### config.mk
export PLATFORM = sky130hd
export DESIGN_NAME = dpad_autorepeat_qualifier_unit_flat
export DESIGN_NICKNAME = d
export VERILOG_FILES = /design/src/dpadaq_pkg.sv /design/src/dpadaq_in_if.sv /design/src/dpadaq_out_if.sv /design/src/dpad_autorepeat_qualifier_unit.sv /design/src/flat_wrapper.sv
export SDC_FILE = /design/constraint.sdc
export NUM_CORES = 1
export LEC_CHECK = 0
export BUFFER_PORTS_ARGS = -buffer_cell sky130_fd_sc_hd__buf_4
export CAP_MARGIN = 20
export CORE_UTILIZATION = 60
export DETAILED_ROUTE_END_ITERATION = 6
export GPL_TIMING_DRIVEN = 0
export PLACE_DENSITY_LB_ADDON = 0.3
export SKIP_CTS_REPAIR_TIMING = 1
export SYNTH_ARGS = -nofsm -noshare
export SYNTH_HDL_FRONTEND = slang
export SYNTH_SLANG_ARGS = --single-unit
### constraint.sdc
create_clock -name i_clk -period 12.63 [get_ports i_clk]
set_clock_uncertainty 0.05 [all_clocks]
set_input_delay 0.6315 -clock i_clk [delete_from_list [all_inputs] [get_ports i_clk]]
set_output_delay 0.6315 -clock i_clk [all_outputs]
set_load 0.02 [all_outputs]
### src/dpadaq_pkg.sv
package dpadaq_pkg;

    localparam int BTN_W     = 7;
    localparam int ELAPSED_W = 20;
    localparam int CFG_W     = 24;
    localparam int HELD_W    = 25;
    localparam int CFG_IDX_W = 1;
    localparam int MOVE_W    = 2;

    localparam logic [CFG_W-1:0] FIRST_DELAY_RESET = CFG_W'(500000);
    localparam logic [CFG_W-1:0] INTERVAL_RESET    = CFG_W'(100000);
    localparam logic [HELD_W-1:0] HELD_MAX         = '1;

    typedef enum logic [CFG_IDX_W-1:0] {
        CFG_FIRST_DELAY = 1'b0,
        CFG_INTERVAL    = 1'b1
    } t_cfg_idx;

    typedef enum logic [2:0] {
        DIR_NONE  = 3'd0,
        DIR_UP    = 3'd1,
        DIR_DOWN  = 3'd2,
        DIR_LEFT  = 3'd3,
        DIR_RIGHT = 3'd4
    } t_dir;

    localparam int BIT_UP    = 0;
    localparam int BIT_DOWN  = 1;
    localparam int BIT_LEFT  = 2;
    localparam int BIT_RIGHT = 3;
    localparam int BIT_A     = 4;
    localparam int BIT_B     = 5;
    localparam int BIT_START = 6;

    localparam logic signed [MOVE_W-1:0] STEP_NEG  = -2'sd1;
    localparam logic signed [MOVE_W-1:0] STEP_NONE = 2'sd0;
    localparam logic signed [MOVE_W-1:0] STEP_POS  = 2'sd1;

endpackage

### src/dpadaq_in_if.sv
interface dpadaq_in_if
    import dpadaq_pkg::*;
();
    logic                 valid;
    logic                 ready;
    logic [BTN_W-1:0]     buttons;
    logic [ELAPSED_W-1:0] elapsed_us;

    modport source (output valid, output buttons, output elapsed_us, input ready);
    modport sink   (input valid, input buttons, input elapsed_us, output ready);
endinterface

### src/dpadaq_out_if.sv
interface dpadaq_out_if
    import dpadaq_pkg::*;
();
    logic                     valid;
    logic                     ready;
    logic signed [MOVE_W-1:0] move_x;
    logic signed [MOVE_W-1:0] move_y;
    logic                     restart_pulse;
    logic                     undo_pulse;
    logic                     exit_pulse;

    modport source (output valid, output move_x, output move_y, output restart_pulse,
                    output undo_pulse, output exit_pulse, input ready);
    modport sink   (input valid, input move_x, input move_y, input restart_pulse,
                    input undo_pulse, input exit_pulse, output ready);
endinterface

### src/dpad_autorepeat_qualifier_unit.sv
// Channel    Direction  Payload                                          Handshake
// i_in_ch    in         buttons[6:0], elapsed_us[19:0]                   valid/ready
// o_out_ch   out        move_x, move_y, restart/undo/exit_pulse          valid/ready
// i_cfg_*    in         index[0:0], data[23:0]                           write enable only
//
// One transaction per clock is sustained while the output is not stalled: a frame
// is held in the input register, then the repeat logic (one 25-bit add and two
// compares) updates the hold state as the result enters the output register.
// The synchronous active-low reset clears the hold state and both valid flags
// and restores the default delay and interval.
// A stalled output holds its result; meanwhile only an empty input register refills.
module dpad_autorepeat_qualifier_unit
    import dpadaq_pkg::*;
(
    input  logic                 i_clk,
    input  logic                 i_rst_n,
    input  logic                 i_cfg_we,
    input  logic [CFG_IDX_W-1:0] i_cfg_idx,
    input  logic [CFG_W-1:0]     i_cfg_data,
    dpadaq_in_if.sink            i_in_ch,
    dpadaq_out_if.source         o_out_ch
);

    logic [CFG_W-1:0] r_first_delay;
    logic [CFG_W-1:0] r_interval;

    logic                 r_s1_valid;
    logic [BTN_W-1:0]     r_s1_buttons;
    logic [ELAPSED_W-1:0] r_s1_elapsed;

    logic [BTN_W-1:0]  r_last_buttons;
    t_dir              r_last_dir;
    logic              r_repeat_active;
    logic [HELD_W-1:0] r_held;

    logic                     r_out_valid;
    logic signed [MOVE_W-1:0] r_move_x;
    logic signed [MOVE_W-1:0] r_move_y;
    logic                     r_restart;
    logic                     r_undo;
    logic                     r_exit;

    logic out_free;
    logic s1_adv;
    logic in_take;

    t_dir                     dir;
    logic [BTN_W-1:0]         fresh;
    logic                     keep_hold;
    logic                     ra0;
    logic [HELD_W-1:0]        h0;
    logic [HELD_W:0]          sum;
    logic [HELD_W-1:0]        h1;
    logic                     fire_first;
    logic                     ra1;
    logic                     fire;
    logic [HELD_W-1:0]        n_held;
    logic signed [MOVE_W-1:0] n_move_x;
    logic signed [MOVE_W-1:0] n_move_y;

    function automatic t_dir single_dir(input logic [BTN_W-1:0] b);
        t_dir d;
        d = DIR_NONE;
        if (b[BIT_UP] && !b[BIT_DOWN] && !b[BIT_LEFT] && !b[BIT_RIGHT]) begin
            d = DIR_UP;
        end else if (b[BIT_DOWN] && !b[BIT_UP] && !b[BIT_LEFT] && !b[BIT_RIGHT]) begin
            d = DIR_DOWN;
        end else if (b[BIT_LEFT] && !b[BIT_UP] && !b[BIT_DOWN] && !b[BIT_RIGHT]) begin
            d = DIR_LEFT;
        end else if (b[BIT_RIGHT] && !b[BIT_UP] && !b[BIT_DOWN] && !b[BIT_LEFT]) begin
            d = DIR_RIGHT;
        end
        return d;
    endfunction

    assign out_free       = !r_out_valid || o_out_ch.ready;
    assign s1_adv         = r_s1_valid && out_free;
    assign in_take        = i_in_ch.valid && i_in_ch.ready;
    assign i_in_ch.ready  = !r_s1_valid || out_free;

    always_comb begin
        dir        = single_dir(r_s1_buttons);
        fresh      = r_s1_buttons & ~r_last_buttons;
        keep_hold  = (dir != DIR_NONE) && (dir == r_last_dir);
        ra0        = keep_hold ? r_repeat_active : 1'b0;
        h0         = keep_hold ? r_held : '0;
        sum        = {1'b0, h0} + (HELD_W + 1)'(r_s1_elapsed);
        if (dir == DIR_NONE) begin
            h1 = h0;
        end else begin
            h1 = sum[HELD_W] ? HELD_MAX : sum[HELD_W-1:0];
        end
        fire_first = !ra0 && (h1 > HELD_W'(r_first_delay));
        ra1        = ra0 || fire_first;
        fire       = fire_first || (ra1 && (h1 > HELD_W'(r_interval)));
        n_held     = fire ? '0 : h1;
        n_move_x   = STEP_NONE;
        n_move_y   = STEP_NONE;
        if (fire) begin
            case (dir)
                DIR_RIGHT: n_move_x = STEP_POS;
                DIR_LEFT:  n_move_x = STEP_NEG;
                DIR_UP:    n_move_y = STEP_NEG;
                DIR_DOWN:  n_move_y = STEP_POS;
                default:   n_move_x = STEP_NONE;
            endcase
        end else if (fresh[BIT_UP]) begin
            n_move_y = STEP_NEG;
        end else if (fresh[BIT_DOWN]) begin
            n_move_y = STEP_POS;
        end else if (fresh[BIT_LEFT]) begin
            n_move_x = STEP_NEG;
        end else if (fresh[BIT_RIGHT]) begin
            n_move_x = STEP_POS;
        end
    end

    always_ff @(posedge i_clk) begin
        if (!i_rst_n) begin
            r_first_delay <= FIRST_DELAY_RESET;
            r_interval    <= INTERVAL_RESET;
        end else if (i_cfg_we) begin
            unique case (t_cfg_idx'(i_cfg_idx))
                CFG_FIRST_DELAY: r_first_delay <= i_cfg_data;
                CFG_INTERVAL:    r_interval    <= i_cfg_data;
            endcase
        end
    end

    always_ff @(posedge i_clk) begin
        if (!i_rst_n) begin
            r_s1_valid <= 1'b0;
        end else if (i_in_ch.ready) begin
            r_s1_valid <= i_in_ch.valid;
        end
        if (in_take) begin
            r_s1_buttons <= i_in_ch.buttons;
            r_s1_elapsed <= i_in_ch.elapsed_us;
        end
    end

    always_ff @(posedge i_clk) begin
        if (!i_rst_n) begin
            r_last_buttons  <= '0;
            r_last_dir      <= DIR_NONE;
            r_repeat_active <= 1'b0;
            r_held          <= '0;
        end else if (s1_adv) begin
            r_last_buttons  <= r_s1_buttons;
            r_last_dir      <= dir;
            r_repeat_active <= ra1;
            r_held          <= n_held;
        end
    end

    always_ff @(posedge i_clk) begin
        if (!i_rst_n) begin
            r_out_valid <= 1'b0;
        end else if (out_free) begin
            r_out_valid <= r_s1_valid;
        end
        if (s1_adv) begin
            r_move_x  <= n_move_x;
            r_move_y  <= n_move_y;
            r_restart <= fresh[BIT_B];
            r_undo    <= fresh[BIT_A];
            r_exit    <= fresh[BIT_START];
        end
    end

    assign o_out_ch.valid         = r_out_valid;
    assign o_out_ch.move_x        = r_move_x;
    assign o_out_ch.move_y        = r_move_y;
    assign o_out_ch.restart_pulse = r_restart;
    assign o_out_ch.undo_pulse    = r_undo;
    assign o_out_ch.exit_pulse    = r_exit;

endmodule

### src/flat_wrapper.sv
// flat-port wrapper written by rule: the top's interface ports become plain ports
module dpad_autorepeat_qualifier_unit_flat import dpadaq_pkg::*;
  (i_clk, i_rst_n, i_cfg_we, i_cfg_idx, i_cfg_data, i_in_ch_valid, i_in_ch_buttons, i_in_ch_elapsed_us, i_in_ch_ready, o_out_ch_valid, o_out_ch_move_x, o_out_ch_move_y, o_out_ch_restart_pulse, o_out_ch_undo_pulse, o_out_ch_exit_pulse, o_out_ch_ready);
  dpadaq_in_if i_in_ch_i ();
  dpadaq_out_if o_out_ch_i ();
  input  logic i_clk;
  input  logic i_rst_n;
  input  logic i_cfg_we;
  input  logic [CFG_IDX_W-1:0] i_cfg_idx;
  input  logic [CFG_W-1:0] i_cfg_data;
  input wire logic [$bits(i_in_ch_i.valid)-1:0] i_in_ch_valid;
  input wire logic [$bits(i_in_ch_i.buttons)-1:0] i_in_ch_buttons;
  input wire logic [$bits(i_in_ch_i.elapsed_us)-1:0] i_in_ch_elapsed_us;
  output wire logic [$bits(i_in_ch_i.ready)-1:0] i_in_ch_ready;
  output wire logic [$bits(o_out_ch_i.valid)-1:0] o_out_ch_valid;
  output wire logic [$bits(o_out_ch_i.move_x)-1:0] o_out_ch_move_x;
  output wire logic [$bits(o_out_ch_i.move_y)-1:0] o_out_ch_move_y;
  output wire logic [$bits(o_out_ch_i.restart_pulse)-1:0] o_out_ch_restart_pulse;
  output wire logic [$bits(o_out_ch_i.undo_pulse)-1:0] o_out_ch_undo_pulse;
  output wire logic [$bits(o_out_ch_i.exit_pulse)-1:0] o_out_ch_exit_pulse;
  input wire logic [$bits(o_out_ch_i.ready)-1:0] o_out_ch_ready;
  assign i_in_ch_i.valid = i_in_ch_valid;
  assign i_in_ch_i.buttons = i_in_ch_buttons;
  assign i_in_ch_i.elapsed_us = i_in_ch_elapsed_us;
  assign i_in_ch_ready = i_in_ch_i.ready;
  assign o_out_ch_valid = o_out_ch_i.valid;
  assign o_out_ch_move_x = o_out_ch_i.move_x;
  assign o_out_ch_move_y = o_out_ch_i.move_y;
  assign o_out_ch_restart_pulse = o_out_ch_i.restart_pulse;
  assign o_out_ch_undo_pulse = o_out_ch_i.undo_pulse;
  assign o_out_ch_exit_pulse = o_out_ch_i.exit_pulse;
  assign o_out_ch_i.ready = o_out_ch_ready;
  dpad_autorepeat_qualifier_unit u_core (.i_clk(i_clk), .i_rst_n(i_rst_n), .i_cfg_we(i_cfg_we), .i_cfg_idx(i_cfg_idx), .i_cfg_data(i_cfg_data), .i_in_ch(i_in_ch_i), .o_out_ch(o_out_ch_i));
endmodule
* After elaboration in Yosys (flattened, before gate mapping) *
Index checks and enable logic that the tools add are counted.

cells by class
  $add $sub $neg = 1
  multiply operators = 0
  divide/modulo/power cells = 0
  $lt $le $gt $ge = 2
  equality and inequality tests = 5
  shifts and indexed selects = 0
  multiplexer cells = 19
  bitwise logic cells = 3
  reduce and logical (&&, ||, !) cells = 32

operators by type and width
  operator                                                          number
  25-bit two-way mux                                                4
  25-bit by 24-bit > comparator with 1-bit output                   2
  25-bit by 20-bit adder with 26-bit output                         1
  1-bit logical AND                                                 17
  2-bit two-way mux                                                 6
  3-bit two-way mux                                                 4
  2-bit one-hot mux with 2 select lines                             2
  7-bit AND                                                         1
  1-bit logical NOT                                                 7
  7-bit NOT                                                         1
  3-bit by 2-bit == test with 1-bit output (second input constant)  2
  1-bit logical OR                                                  4
  2-bit AND reduction                                               2
  3-bit by 1-bit == test with 1-bit output (second input constant)  1
  3-bit == test                                                     1
  3-bit == test (second input constant)                             1
  3-bit logical NOT                                                 1
  1-bit two-way mux                                                 3
  3-bit nonzero test                                                1
  1-bit NOT                                                         1

storage, ports and cells
  register bits = 120
  bits in latches = 0
  memory bits (writable) = 0
  ROM bits = 0
  input port bits = 57
  word-level logic and storage cells = 77
  memories = 0

* Longest topological paths before layout *
Gate-level depths: netlist of run 1.

  word-level depth = 20
  gate-level depth with buffers = 33
  mapped depth without buffers = 28

* Least setup slack after synthesis of run 1 *
OpenSTA, ideal clock, no wires.

  kind = register to register
  start = reg u_core.r_s1_buttons[2]
  end = reg u_core.r_move_y[1] (netlist: u_core.o_out_ch.move_y[1]) (data pin)
  library setup time = 0.255 ns
  data arrival time = 5.702 ns
  required time = 12.325 ns
  setup slack = 6.623 ns
  stages on the path, launching flop included = 30
  buffers on the path = 5
  period minus slack after synthesis = 6.007 ns
  cells stage by stage = edfxtp_1 -> buf_6 -> nor2_2 -> nand3b_1 -> o211ai_2 -> o21a_1 -> buf_2 -> clkbuf_1 -> and2_1 -> ha_1 -> a21oi_1 -> o21ai_1 -> nor4_1 -> o21ai_0 -> a221o_1 -> a31oi_4 -> or2_1 -> buf_2 -> buf_2 -> a21oi_1 -> ha_1 -> a21oi_1 -> o21ai_1 -> a2111oi_2 -> o311ai_1 -> a211o_1 -> a41o_1 -> nor3_4 -> mux2i_1 -> nor2_1

on the way
  word-level cells in the longest chain between the ends = 18

ends and longest elaborated chain
  what                                                           RTL line                                                                    text
  from (decl)                                                    dpad_autorepeat_qualifier_unit.sv:28                                        logic [BTN_W-1:0] r_s1_buttons;
  from (signal assigned)                                         dpad_autorepeat_qualifier_unit.sv:137                                       r_s1_buttons <= i_in_ch.buttons;
  1-bit logical NOT / 1-bit logical AND (equally long branches)  --
  1-bit logical AND, on equally long branches                    dpad_autorepeat_qualifier_unit.sv:70, dpad_autorepeat_qualifier_unit.sv:68
  3-bit two-way mux / 1-bit logical AND (equally long branches)  dpad_autorepeat_qualifier_unit.sv:70, dpad_autorepeat_qualifier_unit.sv:68
  3-bit two-way mux                                              dpad_autorepeat_qualifier_unit.sv:68                                        end else if (b[BIT_LEFT] && !b[BIT_UP] && !b[BIT_DOWN] && !b[BIT_RIGHT]) begin
  3-bit two-way mux                                              dpad_autorepeat_qualifier_unit.sv:66                                        end else if (b[BIT_DOWN] && !b[BIT_UP] && !b[BIT_LEFT] && !b[BIT_RIGHT]) begin
  3-bit two-way mux (*)                                          dpad_autorepeat_qualifier_unit.sv:64                                        if (b[BIT_UP] && !b[BIT_DOWN] && !b[BIT_LEFT] && !b[BIT_RIGHT]) begin
  3-bit == test / 3-bit nonzero test (equally long branches)     dpad_autorepeat_qualifier_unit.sv:84                                        keep_hold = (dir != DIR_NONE) && (dir == r_last_dir);
  1-bit logical AND                                              dpad_autorepeat_qualifier_unit.sv:84
  [... 3 more ...]                                               --
  25-bit two-way mux                                             dpad_autorepeat_qualifier_unit.sv:88                                        if (dir == DIR_NONE) begin
  25-bit by 24-bit > comparator with 1-bit output                dpad_autorepeat_qualifier_unit.sv:93                                        fire_first = !ra0 && (h1 > HELD_W'(r_first_delay));
  1-bit logical AND                                              dpad_autorepeat_qualifier_unit.sv:93
  1-bit logical OR                                               dpad_autorepeat_qualifier_unit.sv:94                                        ra1 = ra0 || fire_first;
  1-bit logical AND                                              dpad_autorepeat_qualifier_unit.sv:95                                        fire = fire_first || (ra1 && (h1 > HELD_W'(r_interval)));
  1-bit logical OR                                               dpad_autorepeat_qualifier_unit.sv:95
  2-bit two-way mux (*)                                          dpad_autorepeat_qualifier_unit.sv:99                                        if (fire) begin
  via u_core.n_move_y[1]                                         dpad_autorepeat_qualifier_unit.sv:59                                        logic signed [MOVE_W-1:0] n_move_y;
  to (signal assigned)                                           dpad_autorepeat_qualifier_unit.sv:164                                       r_move_y <= n_move_y;
  to (decl)                                                      dpad_autorepeat_qualifier_unit.sv:38                                        logic signed [MOVE_W-1:0] r_move_y;

The timed path passes the listed nets; every way through them passes the cells marked *.
A chain may end at the register's enable or synchronous reset.

* Worst setup path in the final report of run 1 *
  start = reg u_core.r_s1_buttons[3]
  end = reg u_core.r_move_x[1] (netlist: u_core.o_out_ch.move_x[1]) (data pin)

on the way
  word-level cells in the longest chain between the ends = 19

ends and longest elaborated chain
  what                                                        RTL line                               text
  1-bit logical AND (3 in a row)                              dpad_autorepeat_qualifier_unit.sv:70   end else if (b[BIT_RIGHT] && !b[BIT_UP] && !b[BIT_DOWN] && !b[BIT_LEFT]) begin
  3-bit two-way mux                                           dpad_autorepeat_qualifier_unit.sv:70
  3-bit two-way mux                                           dpad_autorepeat_qualifier_unit.sv:68
  3-bit two-way mux                                           dpad_autorepeat_qualifier_unit.sv:66
  3-bit two-way mux (*)                                       dpad_autorepeat_qualifier_unit.sv:64
  3-bit == test / 3-bit nonzero test (equally long branches)  dpad_autorepeat_qualifier_unit.sv:84
  1-bit logical AND                                           dpad_autorepeat_qualifier_unit.sv:84
  25-bit two-way mux                                          dpad_autorepeat_qualifier_unit.sv:86   h0 = keep_hold ? r_held : '0;
  [... 2 more ...]                                            --
  25-bit two-way mux                                          dpad_autorepeat_qualifier_unit.sv:88
  25-bit by 24-bit > comparator with 1-bit output             dpad_autorepeat_qualifier_unit.sv:93
  1-bit logical AND                                           dpad_autorepeat_qualifier_unit.sv:93
  1-bit logical OR                                            dpad_autorepeat_qualifier_unit.sv:94
  1-bit logical AND                                           dpad_autorepeat_qualifier_unit.sv:95
  1-bit logical OR                                            dpad_autorepeat_qualifier_unit.sv:95
  2-bit two-way mux (*)                                       dpad_autorepeat_qualifier_unit.sv:99
  via u_core.n_move_x[1]                                      dpad_autorepeat_qualifier_unit.sv:58   logic signed [MOVE_W-1:0] n_move_x;
  to (signal assigned)                                        dpad_autorepeat_qualifier_unit.sv:163  r_move_x <= n_move_x;
  to (decl)                                                   dpad_autorepeat_qualifier_unit.sv:37   logic signed [MOVE_W-1:0] r_move_x;

Marks and branches as above.

==> impl_metrics.env, run 1 <==
export IMPL_final_cell_mix="138 x nand2_1, 86 x dfxtp_1, 67 x ha_1, 66 x buf_4, 61 x inv_1"
export IMPL_fin_nets=1016
export IMPL_cts_tree="done"
export IMPL_synth_cell_type_count=75
export IMPL_synth_seq_cells=120
export IMPL_coreArea_um2=11500
export IMPL_clk_path_buf_depth=2
export IMPL_power_frac_seq=0.411
export IMPL_power_uw=1030
export IMPL_final_common_cell="nand2_1"
export IMPL_clock_latency_ns=0.43
export IMPL_synth_flop_cell="dfxtp_1"
export IMPL_port_buffers=64
export IMPL_violations="DRC"
export IMPL_routedWlPerCell_um=17.6
export IMPL_finalCriticalPeriod_ns=7.37
export IMPL_design_die_area_um2=12400
export IMPL_num_vias=6353
export IMPL_start_util=0.622
export IMPL_fmax_mhz=136
export IMPL_intPower_uw=763
export IMPL_synthCells=807
export IMPL_final_layout_size_suffix_gt1_frac=0.139
export IMPL_wl_um=18400
export IMPL_clk_pin_slew_ns=0.06
export IMPL_cp_arrival_ns=7.59
export IMPL_avgSynthCellArea_um2=8.88
export IMPL_antennaDiodeCount=0
export IMPL_die_y_um=111
export IMPL_power_switching_uw=267
export IMPL_yosys_warnings=0
export IMPL_synth_edf_count=34
export IMPL_worstMarginPinSlew_ns=0.778
export IMPL_critPathCaptureType="register"
export IMPL_tns_ns=0
export IMPL_drt_pass1_iterations=7
export IMPL_crit_required_ns=12.84
export IMPL_synth_area_um2=7170
export IMPL_path_class="register to register"
export IMPL_muxShareOfSynthArea=0.00279
export IMPL_hold_viol=0
export IMPL_ir_drop_uv=86.6
export IMPL_yosys_area_share_xor_xnor=0.0244
export IMPL_synth_compound_area_frac=0.224
export IMPL_vias_per_cell=6.07
export IMPL_rsz0062_at_grt="false"
export IMPL_cts_buffers=17
export IMPL_p_per_area_nw_per_um2=122
export IMPL_slowest_stage="edfxtp_1"
export IMPL_cp_slowest_stage_delay_ns=0.46
export IMPL_cp_max_fo=10
export IMPL_yosys_area_share_simple=0.191
export IMPL_status="complete, but fails checks"
export IMPL_async_flop_share=0
export IMPL_ys_seq_area_frac=0.383
export IMPL_hp_class="input port to register"
export IMPL_setup_viol=0
export IMPL_slew_violations=0
export IMPL_synthAdderAreaFrac=0.120
export IMPL_grt_max_degree=22
export IMPL_slew_headroom=0.481
export IMPL_die_w_um=111
export IMPL_synth_top_family_by_area="compound AO/OA/AOI/OAI gates"
export IMPL_p_leak_uw=0.00358
export IMPL_drtIter0Drc=556
export IMPL_startpoint_type="register"
export IMPL_cts_sinks=120
export IMPL_drc=7
export IMPL_hpwl_um=13700
export IMPL_netSwitchingFraction=0.259
export IMPL_htree_levels=4
export IMPL_cts_root_buf="clkbuf_16"
export IMPL_overflow=0
export IMPL_syn_num_nets=932
export IMPL_layout_area_overhead_vs_synth_pct=17.5
export IMPL_place_congestion=0.950
export IMPL_grt_pass1_wl_um=29900
export IMPL_ios=66
export IMPL_combPwrFrac=0.132
export IMPL_grtUsageTotal=0.310
export IMPL_antenna_found_initial=0
export IMPL_crit_path_frequent_cell="buf_2"
export IMPL_pwr_share_clk=0.457
export IMPL_period_share=0.584
export IMPL_rows=39
export IMPL_first_global_vias=6232
export IMPL_ant_nets=0
export IMPL_drv_cap=0
## through the flow
step	cell area [um2]	std cells	hold slack [ns]	util	worst slack [ns]
2_1_floorplan	7170	807	0.367	-	6.62
3_3_place_gp	7830	1014	0.384	0.680	5.63
3_5_place_dp	7840	1015	0.390	0.681	5.52
4_1_cts	8420	1047	0.310	0.731	5.39
5_1_grt	8420	1047	0.310	0.731	4.80
6_report	8420	1047	0.324	0.731	5.26
## critical path, delay by kind of cell, from the launching register on
family                   cells  cell delay [ns]
adder cells (fa/ha/maj)      2             0.59
buffers and inverters        6             1.34
AO/OA/AOI/OAI               13             2.86
AND/OR/NAND/NOR             10             1.89
flip-flops                   1             0.46
## power groups by stage
stage | sequential (uW) | clock [uW] | combinational (uW)
after floorplan | 430 | 0 | 85.5
after global placement | 430 | 0 | 126
after detailed placement | 431 | 0 | 132
after CTS | 423 | 475 | 134
after global routing | 425 | 492 | 150
final | 424 | 471 | 136
## cell type report
| cell class | instances | area, um2 |
|---|---|---|
| Inverter | 61 | 229 |
| Fill cell | 845 | 3100 |
| Tap cell | 143 | 179 |
| Clock buffer | 21 | 483 |
| Multi-Input combinational cell | 590 | 4030 |
| Sequential cell | 120 | 2740 |
| Clock inverter | 11 | 96.3 |
| Timing Repair Buffer | 65 | 495 |
| Buffer | 36 | 166 |
## cell usage after synthesis (7+ instances only)
library cell	count	share of area
and2_1	26	0.023
xor2_1	11	0.013
a22o_1	16	0.020
o21a_1	11	0.012
a21oi_1	50	0.035
a211oi_1	9	0.0094
buf_2	7	0.0049
nand2_1	138	0.072
o21ai_0	20	0.014
edfxtp_1	34	0.14
nand3_1	16	0.011
a21boi_0	45	0.047
o21ai_1	9	0.0063
nor3_1	7	0.0049
xnor2_1	9	0.011
ha_1	67	0.12
clkbuf_1	25	0.013
nor2b_1	13	0.011
a21o_1	8	0.0084
o211ai_1	16	0.017
inv_1	61	0.032
nor2_1	25	0.013
dfxtp_1	86	0.24
## worst paths after layout
kind	slack, ns	end	startpoint	cells past startpoint
setup / recovery	5.26	u_core.o_out_ch.move_x[1]	u_core.r_s1_buttons[3]	31
hold / removal	0.32	u_core.r_s1_buttons[4]	i_in_ch_buttons[4]	1
setup reg to reg	5.26	u_core.o_out_ch.move_x[1]	u_core.r_s1_buttons[3]	31
hold reg to reg	0.39	u_core.r_held[19]	u_core.r_held[19]	2
## cell families after synthesis
group	after synthesis
and+or+nand+nor	276
AOI/OAI and AO/OA	224
DFF	120
buffers and inverters	97
adders and majority gates	68
xor gates and xnor gates	20
muxes	2
## state kept, by name (all words and copies together) (netlist names)
name	flops
u_core.r_repeat_active	1
u_core.r_held	25
u_core.o_out_ch.exit_pulse	1
u_core.o_out_ch.move_y	2
u_core.o_out_ch.valid	1
u_core.r_interval	24
u_core.r_first_delay	24
u_core.r_s1_buttons	7
u_core.o_out_ch.undo_pulse	1
u_core.r_s1_elapsed	20
u_core.r_s1_valid	1
u_core.r_last_dir	3
u_core.o_out_ch.move_x	2
u_core.o_out_ch.restart_pulse	1
u_core.r_last_buttons	7
## metal layers
metal | vias up | track usage | part of all wire
met3 | 46 | 0.0804 | 0.073
met5 | - | 0 | 0
li1 | 3036 | - | -
met2 | 277 | 0.500 | 0.47
met4 | 0 | 0.159 | 0.027
met1 | 2994 | 0.383 | 0.43
No activity file was read; power rests on OpenSTA's default activity.
==> run 2: changes to the inputs <==
clock period = 7 ns   (was 12.63 ns; I/O delays follow)
==> run 2 against run 1 <==
The run still ends with DRC left. Sequential share of layout area down 0.52 points. Register-to-register slack worse by 5.0 ns. Clock power grew 81%. Combinational power rose by 87%. Largest power group unchanged.
==> impl_metrics.env, run 2 (synthesized netlist as in run 1, its figures left out) <==
export IMPL_status="complete, but fails checks"
export IMPL_violations="DRC"
export IMPL_layout_area_overhead_vs_synth_pct=19.4
export IMPL_drc=6
export IMPL_worstMarginPinSlew_ns=0.769
export IMPL_final_layout_size_suffix_gt1_frac=0.164
export IMPL_grt_max_degree=22
export IMPL_first_global_vias=6232
export IMPL_ios=66
export IMPL_cp_max_fo=10
export IMPL_cts_root_buf="clkbuf_16"
export IMPL_ant_nets=0
export IMPL_seqCellArea_um2=2740
export IMPL_final_common_cell="nand2_1"
export IMPL_routedWlPerCell_um=17.6
export IMPL_design_die_area_um2=12400
export IMPL_slowest_stage="edfxtp_1"
export IMPL_path_class="register to register"
export IMPL_hp_class="input port to register"
export IMPL_period_share=0.963
export IMPL_drt_pass1_iterations=7
export IMPL_whs_ns=0.0421
export IMPL_port_buffers=64
export IMPL_finish_utilization=0.743
export IMPL_intPower_uw=1380
export IMPL_slew_violations=0
export IMPL_power_switching_uw=487
export IMPL_crit_path_frequent_cell="buf_4"
export IMPL_cp_arrival_ns=6.88
export IMPL_coreArea_um2=11500
export IMPL_cp_slowest_stage_delay_ns=0.46
export IMPL_slew_headroom=0.488
export IMPL_netSwitchingFraction=0.261
export IMPL_cts_sinks=120
export IMPL_p_leak_uw=0.00364
export IMPL_place_congestion=0.950
export IMPL_grt_pass1_wl_um=29900
export IMPL_critPathCaptureType="register"
export IMPL_fmax_mhz=148
export IMPL_p_per_area_nw_per_um2=218
export IMPL_cts_buffers=17
export IMPL_top_register="u_core.r_held"
export IMPL_fin_nets=1024
export IMPL_cp_num_buf_inv=5
export IMPL_nFillCells=821
export IMPL_crit_required_ns=7.13
export IMPL_antenna_found_initial=0
export IMPL_critPathTopFamily="compound AO/OA/AOI/OAI gates"
export IMPL_power_frac_seq=0.409
export IMPL_overflow=0
export IMPL_multi_input_area_um2=4090
export IMPL_drv_cap=0
export IMPL_drtIter0Drc=522
export IMPL_setup_viol=0
export IMPL_htree_levels=4
export IMPL_ir_drop_uv=158
export IMPL_die_y_um=111
export IMPL_largest_reg_flops=25
export IMPL_combPwrFrac=0.136
export IMPL_final_cell_mix="138 x nand2_1, 86 x dfxtp_1, 78 x buf_4, 67 x ha_1, 61 x inv_1"
export IMPL_num_vias=6381
export IMPL_rows=39
export IMPL_grtUsageTotal=0.310
export IMPL_vias_per_cell=6.05
export IMPL_reg_top3="u_core.r_held x25, u_core.r_first_delay x24, u_core.r_interval x24"
export IMPL_pwr_share_clk=0.455
export IMPL_clk_pin_slew_ns=0.06
export IMPL_hpwl_um=13700
export IMPL_cts_tree="done"
export IMPL_antennaDiodeCount=0
export IMPL_die_w_um=111
export IMPL_clock_latency_ns=0.43
export IMPL_startpoint_type="register"
export IMPL_clk_path_buf_depth=2
export IMPL_start_util=0.622
export IMPL_hold_viol=0
export IMPL_wl_um=18600
export IMPL_finalCriticalPeriod_ns=6.74
## run 2: changes by cell type in the layout (fill, tap and decap cells not counted), moves of 2 or more
cell,delta
a21oi_2,+6
o21ai_2,+2
buf_4,+12
o21ai_0,-2
buf_2,-4
clkbuf_1,-2
a21oi_1,-6
## run 2: final cells by class
cell class                 instances  share of cell area
clock inverter                    11              0.0113
clock buffer                      21              0.0564
timing repair buffer              73              0.0649
inverter                          61              0.0268
multi-input combinational        590               0.477
buffer                            36              0.0219
tap                              143              0.0209
sequential                       120               0.320
## run 2: worst paths after layout
kind | to | slack [ns] | start | cells after the start
setup / recovery | u_core.o_out_ch.move_y[1] | 0.26 | u_core.r_s1_buttons[2] | 30
hold / removal | u_core.r_s1_elapsed[0] | 0.04 | i_in_ch_elapsed_us[0] | 1
setup reg to reg | u_core.o_out_ch.move_y[1] | 0.26 | u_core.r_s1_buttons[2] | 30
hold reg to reg | u_core.r_held[19] | 0.39 | u_core.r_held[19] | 2
## run 2: power groups by stage
stage	clock network, uW	registers [uW]	logic (uW)
CTS	857	764	242
detailed placement	0	778	238
global placement	0	777	227
global route	888	767	278
floorplan	0	776	154
finish	851	764	254
## run 2: per-stage QoR
stage          setup slack (ns)  cell area (um2)  total power, uW  cells  setup TNS, ns
4_1_cts                  -0.239             8420             1860   1047          -2.84
3_5_place_dp             -0.111             7840             1020   1015         -0.522
5_1_grt                 -0.0223             8560             1930   1055        -0.0223
3_3_place_gp            0.00469             7830             1000   1014              0
6_report                  0.257             8560             1870   1055              0
2_1_floorplan             0.993             7170              930    807              0
## run 2: metal layers
layer  vias to the layer above  wire length (um)  GRT usage
li1                       3056                 -          -
met1                      2988              8030      0.383
met2                       283              8740      0.500
met3                        54              1270     0.0804
met4                         0               555      0.159
met5                         -                 0          0
==> run 3: changes to the inputs <==
PLACE_DENSITY = 0.8   (was not set)
PLACE_DENSITY_LB_ADDON = not set   (was 0.3)
==> run 3 against run 2 <==
The flow still finishes with violations (DRC). Final cell count is 0.28% lower. Sequential cell count stayed put. Design area down 0.45%. Routed wire length is 1.3% lower. Combinational power is essentially flat. Sequential power is essentially flat. Global-route usage fell by 0.22 points. Via count shrank 0.45%. Hold slack improved by 0.0032 ns. Utilization down 0.34 points. Critical path depth is the same. Largest cell class unchanged. Highest routed layer unchanged.
==> impl_metrics.env, run 3 (synthesized netlist as in run 1, its figures left out) <==
export IMPL_status="complete, but fails checks"
export IMPL_violations="DRC"
export IMPL_first_global_vias=6132
export IMPL_wl_met3_um=1150
export IMPL_wl_um=18400
export IMPL_place_congestion=0.922
export IMPL_cp_slowest_stage_delay_ns=0.45
export IMPL_grt_max_degree=23
export IMPL_overflow=0
export IMPL_layout_setup_ws_ns=0.292
export IMPL_top_layer="met4"
export IMPL_cts_root_buf="clkbuf_16"
export IMPL_layout_cells_non_filler=1052
export IMPL_slew_headroom=0.467
export IMPL_grt_pass1_wl_um=29600
export IMPL_hold_viol=0
export IMPL_top_register="u_core.r_held"
export IMPL_met2_length_um=8510
export IMPL_die_y_um=111
export IMPL_min_from="i_in_ch_elapsed_us[18]"
export IMPL_antennaDiodeCount=0
export IMPL_antenna_found_initial=0
export IMPL_design_die_area_um2=12400
export IMPL_multi_input_area_um2=4070
export IMPL_ios=66
export IMPL_clock_latency_ns=0.43
export IMPL_setup_viol=0
export IMPL_crit_required_ns=7.13
export IMPL_slew_violations=0
export IMPL_critPathCaptureType="register"
export IMPL_whs_ns=0.0453
export IMPL_largest_reg_flops=25
export IMPL_holdPathStages=1
export IMPL_fin_nets=1022
export IMPL_coreArea_um2=11500
export IMPL_cts_sinks=120
export IMPL_final_common_cell="nand2_1"
export IMPL_cts_buffers=17
export IMPL_grtUsageTotal=0.308
export IMPL_drtIter0Drc=557
export IMPL_clk_pin_slew_ns=0.06
export IMPL_r2r_start="u_core.r_s1_buttons[2]"
export IMPL_period_share=0.958
export IMPL_power_uw=1860
export IMPL_seqCellArea_um2=2740
export IMPL_final_cell_mix="138 x nand2_1, 86 x dfxtp_1, 75 x buf_4, 66 x ha_1, 61 x inv_1"
export IMPL_min_to="u_core.r_s1_elapsed[18]"
export IMPL_drt_pass1_iterations=7
export IMPL_cp_max_fo=10
export IMPL_place_ws_ns=-0.207
export IMPL_final_layout_size_suffix_gt1_frac=0.157
export IMPL_reg2reg_to="u_core.o_out_ch.move_y[1]"
export IMPL_htree_levels=4
export IMPL_hpwl_um=13500
export IMPL_drc=6
export IMPL_worstMarginPinSlew_ns=0.799
export IMPL_drv_cap=0
export IMPL_r2r_setup_slack_ns=0.29
export IMPL_clk_path_buf_depth=2
export IMPL_hp_class="input port to register"
export IMPL_ant_nets=0
export IMPL_finalCriticalPeriod_ns=6.71
export IMPL_p_per_area_nw_per_um2=218
export IMPL_met1Wirelength_um=8030
export IMPL_nFillCells=850
export IMPL_cp_arrival_ns=6.83
export IMPL_port_buffers=64
export IMPL_cts_tree="done"
export IMPL_p_leak_uw=0.00363
export IMPL_ir_drop_uv=211
export IMPL_vias_per_cell=6.04
export IMPL_dp_cells=1015
export IMPL_num_vias=6352
export IMPL_startpoint_type="register"
export IMPL_die_w_um=111
export IMPL_reg_top3="u_core.r_held x25, u_core.r_first_delay x24, u_core.r_interval x24"
export IMPL_fmax_mhz=149
export IMPL_r2r_cells=30
export IMPL_start_util=0.622
export IMPL_routedWlPerCell_um=17.5
export IMPL_slowest_stage="edfxtp_1"
export IMPL_rows=39
export IMPL_path_class="register to register"
export IMPL_layout_area_overhead_vs_synth_pct=18.9
[run 3: critical path: cells and delay by family (launching register included)]
kind | cells | cell delay (ns)
AO/OA/AOI/OAI | 15 | 2.97
AND/OR/NAND/NOR | 7 | 1.19
buffers and inverters | 5 | 0.92
adder cells (fa/ha/maj) | 2 | 0.64
flip-flops | 1 | 0.45
multiplexers | 1 | 0.22
[run 3: per-stage QoR]
| step | utilization | setup TNS [ns] | cell area [um2] |
|---|---|---|---|
| after floorplan | - | 0 | 7170 |
| after global placement | 0.680 | -0.0150 | 7830 |
| after detailed placement | 0.681 | -2.42 | 7840 |
| after CTS | 0.730 | -6.59 | 8410 |
| after global routing | 0.740 | -0.145 | 8520 |
| final | 0.740 | 0 | 8520 |
[run 3: per-layer routing]
metal	GRT usage	vias up
li1	-	3041
met1	0.388	2966
met2	0.499	273
met3	0.0727	72
met4	0.143	0
met5	0	-
[run 3: worst max-delay path by stage]
stage	from	to	slack, ns	depth (start not counted)
floorplan	u_core.r_s1_buttons[2]	u_core.o_out_ch.move_y[1]	0.99	29
global placement	u_core.r_s1_buttons[3]	u_core.o_out_ch.move_y[1]	-0.01	30
detailed placement	u_core.r_s1_buttons[2]	u_core.o_out_ch.move_y[1]	-0.21	29
CTS	u_core.r_s1_buttons[3]	u_core.o_out_ch.move_y[1]	-0.35	29
global route	u_core.r_s1_buttons[2]	u_core.o_out_ch.move_x[1]	-0.03	30
finish	u_core.r_s1_buttons[2]	u_core.o_out_ch.move_y[1]	0.29	30
[run 3: area by class of cell]
type | instances | area share
buffer | 36 | 0.0220
clock buffer | 23 | 0.0587
clock inverter | 8 | 0.00778
inverter | 61 | 0.0269
multi-input combinational | 590 | 0.478
sequential | 120 | 0.322
tap | 143 | 0.0210
timing repair buffer | 71 | 0.0634
[run 3: power by group]
group	internal, uW	total [uW]	switching, uW
clock	533	843	310
sequential	749	764	15.4
combinational	105	251	146
total	1390	1860	471
